**config.mk**
```make
export PLATFORM = sky130hd
export DESIGN_NAME = lx200_command_parser
export DESIGN_NICKNAME = d
export VERILOG_FILES = /design/src/lx200_pkg.sv /design/src/lx200_command_parser.sv /design/src/lx200_front.sv /design/src/lx200_queue.sv /design/src/lx200_back.sv
export SDC_FILE = /design/constraint.sdc
export NUM_CORES = 1
export LEC_CHECK = 0
export BUFFER_PORTS_ARGS = -buffer_cell sky130_fd_sc_hd__buf_2
export CAP_MARGIN = 0
export CORE_ASPECT_RATIO = 0.8
export CORE_UTILIZATION = 45
export DETAILED_ROUTE_END_ITERATION = 8
export GPL_TIMING_DRIVEN = 0
export PLACE_DENSITY = 0.73
export SYNTH_ARGS = -nofsm -noshare
export SYNTH_HDL_FRONTEND = slang
export SYNTH_SLANG_ARGS = --single-unit
```
**constraint.sdc**
```tcl
create_clock -name clk -period 5.55 [get_ports clk]
set_clock_uncertainty 0.15 [all_clocks]
set_input_delay 0.2775 -clock clk [delete_from_list [all_inputs] [get_ports clk]]
set_output_delay 0.2775 -clock clk [all_outputs]
set_load 0.05 [all_outputs]
```
**src/lx200_pkg.sv**
```systemverilog
// Shared types, character codes and field-parsing helpers for the LX200 command parser.
// No dependencies; every other file in src refers to this package by scoped names.
`default_nettype none

package lx200_pkg;

    // Only message positions 0..11 are ever inspected (exact commands and coordinate fields).
    localparam int STORED_BYTES = 12;
    localparam int IDX_W        = 4;
    localparam int COORD_START  = 3;

    localparam int QUEUE_DEPTH  = 4;
    localparam int QPTR_W       = 2;
    localparam int QCNT_W       = 3;

    localparam int FIELD_W      = 7;   // two decimal digits, 0..99
    localparam int SUM_W        = 19;  // 99*3600 + 99*60 + 99
    localparam int ANGLE_W      = 24;

    localparam logic [7:0] END_BYTE_RESET = 8'h23;

    localparam logic [7:0] CH_COLON = 8'h3A;
    localparam logic [7:0] CH_HASH  = 8'h23;
    localparam logic [7:0] CH_MINUS = 8'h2D;
    localparam logic [7:0] CH_SPACE = 8'h20;
    localparam logic [7:0] CH_TAB   = 8'h09;
    localparam logic [7:0] CH_CR    = 8'h0D;
    localparam logic [7:0] CH_ZERO  = 8'h30;
    localparam logic [7:0] CH_NINE  = 8'h39;
    localparam logic [7:0] CH_UP_C  = 8'h43;
    localparam logic [7:0] CH_UP_D  = 8'h44;
    localparam logic [7:0] CH_UP_G  = 8'h47;
    localparam logic [7:0] CH_UP_M  = 8'h4D;
    localparam logic [7:0] CH_UP_Q  = 8'h51;
    localparam logic [7:0] CH_UP_R  = 8'h52;
    localparam logic [7:0] CH_UP_S  = 8'h53;
    localparam logic [7:0] CH_LO_D  = 8'h64;
    localparam logic [7:0] CH_LO_R  = 8'h72;

    typedef enum logic [2:0] {
        CMD_NONE    = 3'd0,
        CMD_GET_RA  = 3'd1,
        CMD_GET_DEC = 3'd2,
        CMD_SYNC    = 3'd3,
        CMD_SLEW    = 3'd4,
        CMD_STOP    = 3'd5,
        CMD_SET_RA  = 3'd6,
        CMD_SET_DEC = 3'd7
    } cmd_code_t;

    // One classified message, handed from the front end to the back end.
    typedef struct packed {
        cmd_code_t             code;
        logic                  neg;
        logic [FIELD_W-1:0]    hi;
        logic [FIELD_W-1:0]    mid;
        logic [FIELD_W-1:0]    lo;
    } cmd_entry_t;

    localparam int ENTRY_W = $bits(cmd_entry_t);

    function automatic logic is_ws(input logic [7:0] c);
        return (c == CH_SPACE) || ((c >= CH_TAB) && (c <= CH_CR));
    endfunction

    function automatic logic is_digit(input logic [7:0] c);
        return (c >= CH_ZERO) && (c <= CH_NINE);
    endfunction

    // Two-character window: skip leading whitespace, then read digits.
    // An absent character stops both the skip and the digit read.
    function automatic logic [FIELD_W-1:0] parse_field(
        input logic       ok0,
        input logic [7:0] c0,
        input logic       ok1,
        input logic [7:0] c1
    );
        logic [FIELD_W-1:0] d0;
        logic [FIELD_W-1:0] d1;
        logic [FIELD_W-1:0] v;
        d0 = FIELD_W'(c0[3:0]);
        d1 = FIELD_W'(c1[3:0]);
        v  = '0;
        if (ok0 && is_ws(c0)) begin
            if (ok1 && is_digit(c1)) begin
                v = d1;
            end
        end else if (ok0 && is_digit(c0)) begin
            if (ok1 && is_digit(c1)) begin
                v = FIELD_W'(d0 * FIELD_W'(10)) + d1;
            end else begin
                v = d0;
            end
        end
        return v;
    endfunction

endpackage

`default_nettype wire

```
**src/lx200_command_parser.sv**
```systemverilog
// Top level of the LX200 serial command parser: terminator register plus front end,
// command queue and back end. Depends on lx200_pkg, lx200_front, lx200_queue, lx200_back.
`default_nettype none

// The parser takes one command byte per clock (push while full is low) and emits one
// result per terminator byte on a queue-style output (empty/pop). Exact messages ":GR#",
// ":GD#", ":CM#", ":MS#" and ":Q#" give codes 1..5; anything that starts ":Sr" or ":Sd"
// gives set-RA (6) or set-DEC (7) with the target in whole arc-seconds, and everything
// else gives code 0 with a zero angle. Bytes are taken back to back with no gaps while
// full is low; a result reaches the output ports through the command queue write, the
// field-sum stage and the output register. Up to four classified commands wait in the
// queue between front and back, so full rises only when the consumer has stopped popping
// for a while. The terminator value (cfg_wdata, written with cfg_we) resets to '#';
// change it only while no message is in flight. Exact commands carry '#' and therefore
// only match while the terminator is '#'. KEPT_BYTES sets where the message length count
// saturates.

module lx200_command_parser #(
    parameter int KEPT_BYTES = 16
) (
    input  wire logic        clk,
    input  wire logic        rst_n,
    input  wire logic        cfg_we,
    input  wire logic [7:0]  cfg_wdata,
    input  wire logic        push,
    output logic             full,
    input  wire logic [7:0]  rx_byte,
    output logic             empty,
    input  wire logic        pop,
    output logic [2:0]       command_code,
    output logic signed [23:0] angle_arcsec
);

    logic [7:0] end_byte_reg;
    logic [7:0] end_byte_next;
    logic       accept;

    logic                  entry_push;
    lx200_pkg::cmd_entry_t entry;
    logic                  q_full;
    logic                  q_empty;
    logic                  q_pop;
    lx200_pkg::cmd_entry_t q_data;

    // Hold the terminator value until software rewrites it.
    assign end_byte_next = cfg_we ? cfg_wdata : end_byte_reg;

    always_ff @(posedge clk or negedge rst_n)
    begin
        if (!rst_n)
        begin
            end_byte_reg <= lx200_pkg::END_BYTE_RESET;
        end
        else
        begin
            end_byte_reg <= end_byte_next;
        end
    end

    // Stall the input only when the command queue has no room.
    assign full   = q_full;
    assign accept = push && !q_full;

    lx200_front #(
        .KEPT_BYTES (KEPT_BYTES)
    ) u_front (
        .clk        (clk),
        .rst_n      (rst_n),
        .accept     (accept),
        .rx_byte    (rx_byte),
        .end_byte   (end_byte_reg),
        .entry_push (entry_push),
        .entry      (entry)
    );

    lx200_queue u_queue (
        .clk     (clk),
        .rst_n   (rst_n),
        .wr_en   (entry_push),
        .wr_data (entry),
        .q_full  (q_full),
        .rd_en   (q_pop),
        .q_empty (q_empty),
        .rd_data (q_data)
    );

    lx200_back u_back (
        .clk          (clk),
        .rst_n        (rst_n),
        .q_empty      (q_empty),
        .q_data       (q_data),
        .q_pop        (q_pop),
        .pop          (pop),
        .empty        (empty),
        .command_code (command_code),
        .angle_arcsec (angle_arcsec)
    );

endmodule

`default_nettype wire

```
**src/lx200_front.sv**
```systemverilog
// Front end: takes bytes, keeps the head of the message and its length, and on the
// terminator classifies the message and extracts the coordinate fields. Uses lx200_pkg.
`default_nettype none

module lx200_front #(
    parameter int KEPT_BYTES = 16
) (
    input  wire logic                clk,
    input  wire logic                rst_n,
    input  wire logic                accept,
    input  wire logic [7:0]          rx_byte,
    input  wire logic [7:0]          end_byte,
    output logic                     entry_push,
    output lx200_pkg::cmd_entry_t    entry
);

    localparam int LEN_W = $clog2(KEPT_BYTES + 1);

    logic [LEN_W-1:0] len_reg;
    logic [LEN_W-1:0] len_next;
    logic [7:0]       bytes_reg [lx200_pkg::STORED_BYTES];
    logic [lx200_pkg::STORED_BYTES-1:0] present;
    logic             is_end;
    logic [7:0]       byte2;
    logic [7:0]       pos_byte [lx200_pkg::STORED_BYTES];
    logic             m_len3;
    logic             m_len2;
    logic             pref_s;
    lx200_pkg::cmd_code_t code;
    logic [lx200_pkg::FIELD_W-1:0] ra_hi, ra_mid, ra_lo;
    logic [lx200_pkg::FIELD_W-1:0] dec_hi, dec_mid, dec_lo;

    assign is_end     = (rx_byte == end_byte);
    assign entry_push = accept && is_end;

    // A stored position counts as part of the coordinate only when it lies before the terminator.
    always_comb
    begin
        for (int p = 0; p < lx200_pkg::STORED_BYTES; p++)
        begin
            present[p]  = (len_reg > LEN_W'(p));
            pos_byte[p] = bytes_reg[p];
        end
    end

    // Position 2 may be the byte arriving right now.
    assign byte2 = (len_reg == LEN_W'(2)) ? rx_byte : bytes_reg[2];

    assign m_len3 = (len_reg == LEN_W'(3)) && (rx_byte == lx200_pkg::CH_HASH)
                    && (bytes_reg[0] == lx200_pkg::CH_COLON);
    assign m_len2 = (len_reg == LEN_W'(2)) && (rx_byte == lx200_pkg::CH_HASH)
                    && (bytes_reg[0] == lx200_pkg::CH_COLON);
    assign pref_s = (len_reg >= LEN_W'(2)) && (bytes_reg[0] == lx200_pkg::CH_COLON)
                    && (bytes_reg[1] == lx200_pkg::CH_UP_S);

    always_comb
    begin
        code = lx200_pkg::CMD_NONE;
        if (m_len3 && bytes_reg[1] == lx200_pkg::CH_UP_G && bytes_reg[2] == lx200_pkg::CH_UP_R)
        begin
            code = lx200_pkg::CMD_GET_RA;
        end
        else if (m_len3 && bytes_reg[1] == lx200_pkg::CH_UP_G
                 && bytes_reg[2] == lx200_pkg::CH_UP_D)
        begin
            code = lx200_pkg::CMD_GET_DEC;
        end
        else if (m_len3 && bytes_reg[1] == lx200_pkg::CH_UP_C
                 && bytes_reg[2] == lx200_pkg::CH_UP_M)
        begin
            code = lx200_pkg::CMD_SYNC;
        end
        else if (m_len3 && bytes_reg[1] == lx200_pkg::CH_UP_M
                 && bytes_reg[2] == lx200_pkg::CH_UP_S)
        begin
            code = lx200_pkg::CMD_SLEW;
        end
        else if (m_len2 && bytes_reg[1] == lx200_pkg::CH_UP_Q)
        begin
            code = lx200_pkg::CMD_STOP;
        end
        else if (pref_s && byte2 == lx200_pkg::CH_LO_R)
        begin
            code = lx200_pkg::CMD_SET_RA;
        end
        else if (pref_s && byte2 == lx200_pkg::CH_LO_D)
        begin
            code = lx200_pkg::CMD_SET_DEC;
        end
    end

    assign ra_hi   = lx200_pkg::parse_field(present[3], pos_byte[3], present[4], pos_byte[4]);
    assign ra_mid  = lx200_pkg::parse_field(present[6], pos_byte[6], present[7], pos_byte[7]);
    assign ra_lo   = lx200_pkg::parse_field(present[9], pos_byte[9], present[10], pos_byte[10]);
    assign dec_hi  = lx200_pkg::parse_field(present[4], pos_byte[4], present[5], pos_byte[5]);
    assign dec_mid = lx200_pkg::parse_field(present[7], pos_byte[7], present[8], pos_byte[8]);
    assign dec_lo  = lx200_pkg::parse_field(present[10], pos_byte[10],
                                            present[11], pos_byte[11]);

    always_comb
    begin
        entry.code = code;
        entry.neg  = 1'b0;
        entry.hi   = '0;
        entry.mid  = '0;
        entry.lo   = '0;
        case (code)
            lx200_pkg::CMD_SET_RA:
            begin
                entry.hi  = ra_hi;
                entry.mid = ra_mid;
                entry.lo  = ra_lo;
            end
            lx200_pkg::CMD_SET_DEC:
            begin
                entry.neg = present[lx200_pkg::COORD_START]
                            && (pos_byte[lx200_pkg::COORD_START] == lx200_pkg::CH_MINUS);
                entry.hi  = dec_hi;
                entry.mid = dec_mid;
                entry.lo  = dec_lo;
            end
            default:
            begin
                entry.neg = 1'b0;
            end
        endcase
    end

    // Clear on the terminator, otherwise count up and saturate.
    always_comb
    begin
        len_next = len_reg;
        if (accept)
        begin
            if (is_end)
            begin
                len_next = '0;
            end
            else if (len_reg < LEN_W'(KEPT_BYTES))
            begin
                len_next = len_reg + LEN_W'(1);
            end
        end
    end

    always_ff @(posedge clk or negedge rst_n)
    begin
        if (!rst_n)
        begin
            len_reg <= '0;
        end
        else
        begin
            len_reg <= len_next;
        end
    end

    always_ff @(posedge clk)
    begin
        if (accept && (len_reg < LEN_W'(lx200_pkg::STORED_BYTES)))
        begin
            bytes_reg[len_reg[lx200_pkg::IDX_W-1:0]] <= rx_byte;
        end
    end

endmodule

`default_nettype wire

```
**src/lx200_queue.sv**
```systemverilog
// Short register queue of classified commands between the front end and the back end.
// Uses lx200_pkg for the entry type and depth.
`default_nettype none

module lx200_queue (
    input  wire logic                clk,
    input  wire logic                rst_n,
    input  wire logic                wr_en,
    input  wire lx200_pkg::cmd_entry_t wr_data,
    output logic                     q_full,
    input  wire logic                rd_en,
    output logic                     q_empty,
    output lx200_pkg::cmd_entry_t    rd_data
);

    lx200_pkg::cmd_entry_t            slot_reg [lx200_pkg::QUEUE_DEPTH];
    logic [lx200_pkg::QPTR_W-1:0]     wr_ptr_reg, wr_ptr_next;
    logic [lx200_pkg::QPTR_W-1:0]     rd_ptr_reg, rd_ptr_next;
    logic [lx200_pkg::QCNT_W-1:0]     count_reg, count_next;
    logic                             do_wr, do_rd;

    assign q_full  = (count_reg == lx200_pkg::QCNT_W'(lx200_pkg::QUEUE_DEPTH));
    assign q_empty = (count_reg == '0);
    assign do_wr   = wr_en && !q_full;
    assign do_rd   = rd_en && !q_empty;
    assign rd_data = slot_reg[rd_ptr_reg];

    always_comb
    begin
        wr_ptr_next = do_wr ? wr_ptr_reg + lx200_pkg::QPTR_W'(1) : wr_ptr_reg;
        rd_ptr_next = do_rd ? rd_ptr_reg + lx200_pkg::QPTR_W'(1) : rd_ptr_reg;
        count_next  = count_reg;
        if (do_wr && !do_rd)
        begin
            count_next = count_reg + lx200_pkg::QCNT_W'(1);
        end
        else if (do_rd && !do_wr)
        begin
            count_next = count_reg - lx200_pkg::QCNT_W'(1);
        end
    end

    always_ff @(posedge clk or negedge rst_n)
    begin
        if (!rst_n)
        begin
            wr_ptr_reg <= '0;
            rd_ptr_reg <= '0;
            count_reg  <= '0;
        end
        else
        begin
            wr_ptr_reg <= wr_ptr_next;
            rd_ptr_reg <= rd_ptr_next;
            count_reg  <= count_next;
        end
    end

    always_ff @(posedge clk)
    begin
        if (do_wr)
        begin
            slot_reg[wr_ptr_reg] <= wr_data;
        end
    end

endmodule

`default_nettype wire

```
**src/lx200_back.sv**
```systemverilog
// Back end: turns classified fields into an arc-second angle over two stages and holds
// the result for the consumer. Uses lx200_pkg.
`default_nettype none

module lx200_back (
    input  wire logic                  clk,
    input  wire logic                  rst_n,
    input  wire logic                  q_empty,
    input  wire lx200_pkg::cmd_entry_t q_data,
    output logic                       q_pop,
    input  wire logic                  pop,
    output logic                       empty,
    output logic [2:0]                 command_code,
    output logic signed [lx200_pkg::ANGLE_W-1:0] angle_arcsec
);

    localparam int SW = lx200_pkg::SUM_W;
    localparam int AW = lx200_pkg::ANGLE_W;

    // Stage A: weighted sum of the three fields.
    logic                 a_valid_reg, a_valid_next;
    lx200_pkg::cmd_code_t a_code_reg;
    logic                 a_neg_reg;
    logic [SW-1:0]        a_sum_reg;
    logic [SW-1:0]        sum_calc;

    // Stage B: output register.
    logic                 o_valid_reg, o_valid_next;
    lx200_pkg::cmd_code_t o_code_reg;
    logic signed [AW-1:0] o_angle_reg;
    logic signed [AW-1:0] angle_calc;

    logic o_load, a_load;

    assign o_load = a_valid_reg && (!o_valid_reg || pop);
    assign a_load = !a_valid_reg || o_load;
    assign q_pop  = a_load && !q_empty;

    assign sum_calc = SW'(SW'(q_data.hi) * SW'(3600)) + SW'(SW'(q_data.mid) * SW'(60))
                      + SW'(q_data.lo);

    always_comb
    begin
        case (a_code_reg)
            lx200_pkg::CMD_SET_RA:
            begin
                angle_calc = AW'({a_sum_reg, 4'b0000}) - AW'(a_sum_reg);
            end
            lx200_pkg::CMD_SET_DEC:
            begin
                angle_calc = a_neg_reg ? -AW'(a_sum_reg) : AW'(a_sum_reg);
            end
            default:
            begin
                angle_calc = '0;
            end
        endcase
    end

    always_comb
    begin
        a_valid_next = a_valid_reg;
        if (a_load)
        begin
            a_valid_next = !q_empty;
        end
        o_valid_next = o_valid_reg;
        if (o_load)
        begin
            o_valid_next = 1'b1;
        end
        else if (pop)
        begin
            o_valid_next = 1'b0;
        end
    end

    always_ff @(posedge clk or negedge rst_n)
    begin
        if (!rst_n)
        begin
            a_valid_reg <= 1'b0;
            o_valid_reg <= 1'b0;
        end
        else
        begin
            a_valid_reg <= a_valid_next;
            o_valid_reg <= o_valid_next;
        end
    end

    always_ff @(posedge clk)
    begin
        if (q_pop)
        begin
            a_code_reg <= q_data.code;
            a_neg_reg  <= q_data.neg;
            a_sum_reg  <= sum_calc;
        end
        if (o_load)
        begin
            o_code_reg  <= a_code_reg;
            o_angle_reg <= angle_calc;
        end
    end

    assign empty        = !o_valid_reg;
    assign command_code = o_code_reg;
    assign angle_arcsec = o_angle_reg;

endmodule

`default_nettype wire

```
==> results.txt <==
----------------------------------------------------
[Layout]
  Area occupied by registers ... 7940 sq um
  Largest register FFs ... 100
  Antenna diode count ... 0
  Commonest non-fill, non-tap cells in the layout ... sky130_fd_sc_hd__edfxtp_1, sky130_fd_sc_hd__ha_1, sky130_fd_sc_hd__inv_1
  Fillcell total ... 2,936
  Most common cell after layout, fill and taps aside ... sky130_fd_sc_hd__edfxtp_1
  Area of the multi-input gates ... 7280 sq um
  Post-route design area ... 17,700 sq um
  Fraction of layout cells with a size suffix above 1 ... 13.5%
  Layout Area Growth over Synthesis ... 13.4%
  Number of nets in the finished design ... 1,538

[Synthesis]
  Number of enable flip-flop cells after synthesis ... 246
  Post-synthesis area per instance ... 12.4 sq um
  Mapped Area ... 15,600 sq um
  Number of distinct standard cells referenced by the synthesized netlist ... 78
  Part of the Yosys area used for sequential elements ... 50.8%
  Count of warnings emitted by yosys ... 0
  Synthesized instance count ... 1,258
  Fraction of synthesis flops using an asynchronous set or reset pin ... 8.21%
  Register bit count reported by yosys ... 268
  Top flip-flop cell by instance count after synthesis ... sky130_fd_sc_hd__edfxtp_1
  Synthesized net count ... 1,439

[Die]
  Area of the core region ... 33,900 sq um
  Vert. Die Dim ... 169 microns
  Die Span X ... 210 microns
  Starting utilization of the core area ... 46.0%
  Io pins ... 50
  Area enclosed by the die boundary ... 35,500 sq um
  Floorplan row count ... 60

[Power]
  Sequential cell fraction of total power ... 25.8%
  Clock group share of total power ... 16.9%
  Leakage power figure ... 6.91 nW
  Psw ... 0.00463 W
  Power share of the combinational group ... 57.2%
  Switch share ... 40.8%
  Total power per unit cell area ... 640 nW/um^2
  Cell internal power dissipation ... 0.00671 W
  Largest vdd supply drop ... 0.526 mV

[Drt]
  Initial drt markers ... 679
  Via density ... 5.51
  Number of optimization iterations in the first detailed-route pass ... 4
  Avg WL per Cell ... 17.1 microns
  ANT nets after route ... 0
  Final WL ... 31.4 mm
  Number of design rule violations left after detail routing ... 0
  Total vias in the final route ... 10,155

[Global route]
  Wire length of the first global-routing pass ... 51.7 mm
  Global-route met1 utilization ... 24.9%
  GRT Total Usage ... 18.2%
  Layer with the highest usage after global routing ... met2
  Via count of the first global-routing pass ... 10,189
  Met2 Resource Use GR ... 30.6%
  Total congestion overflow after global routing ... 0
  Pin count of the biggest net entering global routing ... 28
  Antenna violations before repair ... 0
  GRT met3 Usage ... 2.50%

[STA]
  Final worst-path cycle share ... 97.0%
  Worst path setup slack after routing ... 0.169 ns
  Number of pins exceeding their max-slew limit in the final report ... 0
  Fmax ... 0.186 GHz
  RSZ-0062 raised after global routing ... true
  Worst-Margin Slew ... 1.32 ns
  Max-slew headroom ... 11.9%
  Number of failing setup endpoints in the final timing report ... 0
  Min Tclk post-route ... 5.38 ns
  Count of endpoints failing hold in the final timing report ... 0

[CTS]
  Clock-pin slew on the worst setup and hold paths ... 0.07 ns
  Worst-case clock buffer depth ... 3
  CTS HTree Levels ... 1
  Total number of clock tree sinks ... 268
  TritonCTS clock tree ... yes
  Number of buffers created by CTS ... 27
  Clk Latency, worst-skew pair ... 0.57 ns
  Clock root buffer ... sky130_fd_sc_hd__clkbuf_16

[Placed design]
  Total cell area at the placement stage ... 16,500 sq um
  IO Port Bufs ... 48
  Final estimated routing congestion in global placement ... 0.901
  Place WS ... -0.566 ns
  Half-perimeter wire length of the detailed placement result ... 22.8 mm

[Setup path]
  Worst reg2reg setup slack ... 0.17 ns
  CP required ... 5.71 ns
  Worst Path Arrival ... 5.54 ns
  Critical path start-end classification ... reg2reg
  CP Max Fanout ... 5
  Crit. End Element ... flop
  Critical Path Source Type ... flop

[Flow run]
  Number of max-capacitance violations reported ... 0

[Run status]
  Outcome ... completed

[Hold path]
  Hold/Removal Path Class ... in2reg

----------------------------------------------------
metal layers:
layer	up-vias	wire, microns
met5	-	0
met4	0	553
met3	50	1550
met2	266	14900
met1	4913	14500
li1	4926	-
power groups by stage:
stage | registers, W | clock network [W] | logic, W
final | 0.00293 | 0.00192 | 0.00649
after global routing | 0.00296 | 0.00204 | 0.00729
after CTS | 0.00294 | 0.00195 | 0.00610
after detailed placement | 0.00296 | 0 | 0.00592
after global placement | 0.00296 | 0 | 0.00578
after floorplan | 0.00310 | 0 | 0.00465
cell families (layout without fill, tap and decap cells):
kind of cell	after synthesis	in the layout	share of synthesized area, %
adder cells (fa/ha/maj)	160	160	14.4
AND/OR/NAND/NOR	296	296	10.1
AO/OA/AOI/OAI	269	269	11.2
flip-flops	268	268	50.8
multiplexers	45	45	4.89
buffers and inverters	122	242	3.01
XOR/XNOR	98	98	5.49
what timing repair did:
| item | CTS | global route |
|---|---|---|
| resized for setup | 17 | 16 |
| pin swaps | 0 | 15 |
| setup endpoints to repair | 9 | 5 |
| buffers inserted | 3 | 5 |
| hold buffers | 14 | 0 |
| gates cloned | 0 | 0 |
| endpoints found under the hold margin | 80 | 0 |
worst max-delay path: stages (launching register included):
cell,delay (ns)
sky130_fd_sc_hd__dfrtp_1,0.41
sky130_fd_sc_hd__buf_12,0.15
sky130_fd_sc_hd__buf_12,0.13
sky130_fd_sc_hd__mux4_2,0.36
sky130_fd_sc_hd__inv_2,0.06
sky130_fd_sc_hd__fa_1,0.54
sky130_fd_sc_hd__inv_2,0.05
sky130_fd_sc_hd__fa_1,0.51
sky130_fd_sc_hd__ha_1,0.32
sky130_fd_sc_hd__a21o_1,0.19
sky130_fd_sc_hd__a21oi_2,0.15
sky130_fd_sc_hd__o21bai_1,0.10
sky130_fd_sc_hd__a21oi_2,0.19
sky130_fd_sc_hd__xnor2_1,0.15
sky130_fd_sc_hd__ha_1,0.29
sky130_fd_sc_hd__ha_4,0.31
sky130_fd_sc_hd__nand2_1,0.05
sky130_fd_sc_hd__o21ai_0,0.18
sky130_fd_sc_hd__a41oi_1,0.12
sky130_fd_sc_hd__a311o_1,0.41
sky130_fd_sc_hd__nand3b_1,0.19
sky130_fd_sc_hd__xnor2_1,0.14
Yosys cell counts (7+ instances only):
cell type / n / area (sq um)
sky130_fd_sc_hd__xnor2_1: 60 / 526
sky130_fd_sc_hd__clkbuf_1: 20 / 75.1
sky130_fd_sc_hd__o211ai_1: 7 / 52.6
sky130_fd_sc_hd__o21ai_0: 57 / 285
sky130_fd_sc_hd__fa_1: 33 / 661
sky130_fd_sc_hd__dfrtp_1: 19 / 475
sky130_fd_sc_hd__xor2_1: 38 / 333
sky130_fd_sc_hd__inv_1: 94 / 353
sky130_fd_sc_hd__nor4b_1: 7 / 61.3
sky130_fd_sc_hd__mux4_2: 24 / 541
sky130_fd_sc_hd__o21a_1: 15 / 113
sky130_fd_sc_hd__a31oi_1: 10 / 62.6
sky130_fd_sc_hd__o31ai_1: 7 / 52.6
sky130_fd_sc_hd__nand2b_1: 10 / 62.6
sky130_fd_sc_hd__or3_1: 12 / 75.1
sky130_fd_sc_hd__edfxtp_1: 246 / 7390
sky130_fd_sc_hd__nor2b_1: 11 / 68.8
sky130_fd_sc_hd__a21oi_1: 60 / 300
sky130_fd_sc_hd__nor2_1: 89 / 334
sky130_fd_sc_hd__nand3b_1: 13 / 97.6
sky130_fd_sc_hd__ha_1: 127 / 1590
sky130_fd_sc_hd__nand2_1: 51 / 191
sky130_fd_sc_hd__o22ai_1: 28 / 175
sky130_fd_sc_hd__nor4_1: 13 / 81.3
sky130_fd_sc_hd__nor3_1: 18 / 90.1
sky130_fd_sc_hd__mux2_2: 11 / 124
sky130_fd_sc_hd__a22oi_1: 11 / 82.6
sky130_fd_sc_hd__a21o_1: 14 / 105
sky130_fd_sc_hd__nand4_1: 9 / 56.3
sky130_fd_sc_hd__nand3_1: 17 / 85.1
sky130_fd_sc_hd__a211oi_1: 16 / 120
sky130_fd_sc_hd__mux2i_1: 10 / 100
sky130_fd_sc_hd__and2_1: 15 / 93.8
cell type report:
cell class | instances | share of cell area [%]
sequential | 268 | 44.8
inverter | 94 | 2.01
buffer | 27 | 0.890
clock buffer | 29 | 3.86
timing repair buffer | 71 | 2.57
multi-input combinational | 868 | 41.1
tap | 465 | 3.28
clock inverter | 21 | 1.47
through the flow:
stage          power [W]  std cells  hold WS, ns  utilization (%)  TNS [ns]
2_1_floorplan    0.00776       1258       -0.168                -         0
3_3_place_gp     0.00874       1771        0.171             48.5     -2.00
3_5_place_dp     0.00889       1772        0.180             48.5     -2.44
4_1_cts           0.0110       1838      0.00562             51.9         0
5_1_grt           0.0123       1843      0.00734             52.2   -0.0632
6_report          0.0113       1843       0.0221             52.2         0
final timing paths:
path                                       startpoint                       to  cells after the start
worst max register to register  u_queue.rd_ptr_reg[0]     u_back.a_sum_reg[18]                     21
worst min-delay path                       rx_byte[3]  u_front.bytes_reg[1][3]                      1
min in group asynchronous                       rst_n          end_byte_reg[7]                      2
worst min register to register   u_back.a_code_reg[0]   u_back.command_code[0]                      0
worst max-delay path            u_queue.rd_ptr_reg[0]     u_back.a_sum_reg[18]                     21
max in group asynchronous                       rst_n    u_queue.rd_ptr_reg[1]                      2
No activity file was read; power rests on OpenSTA's default activity.
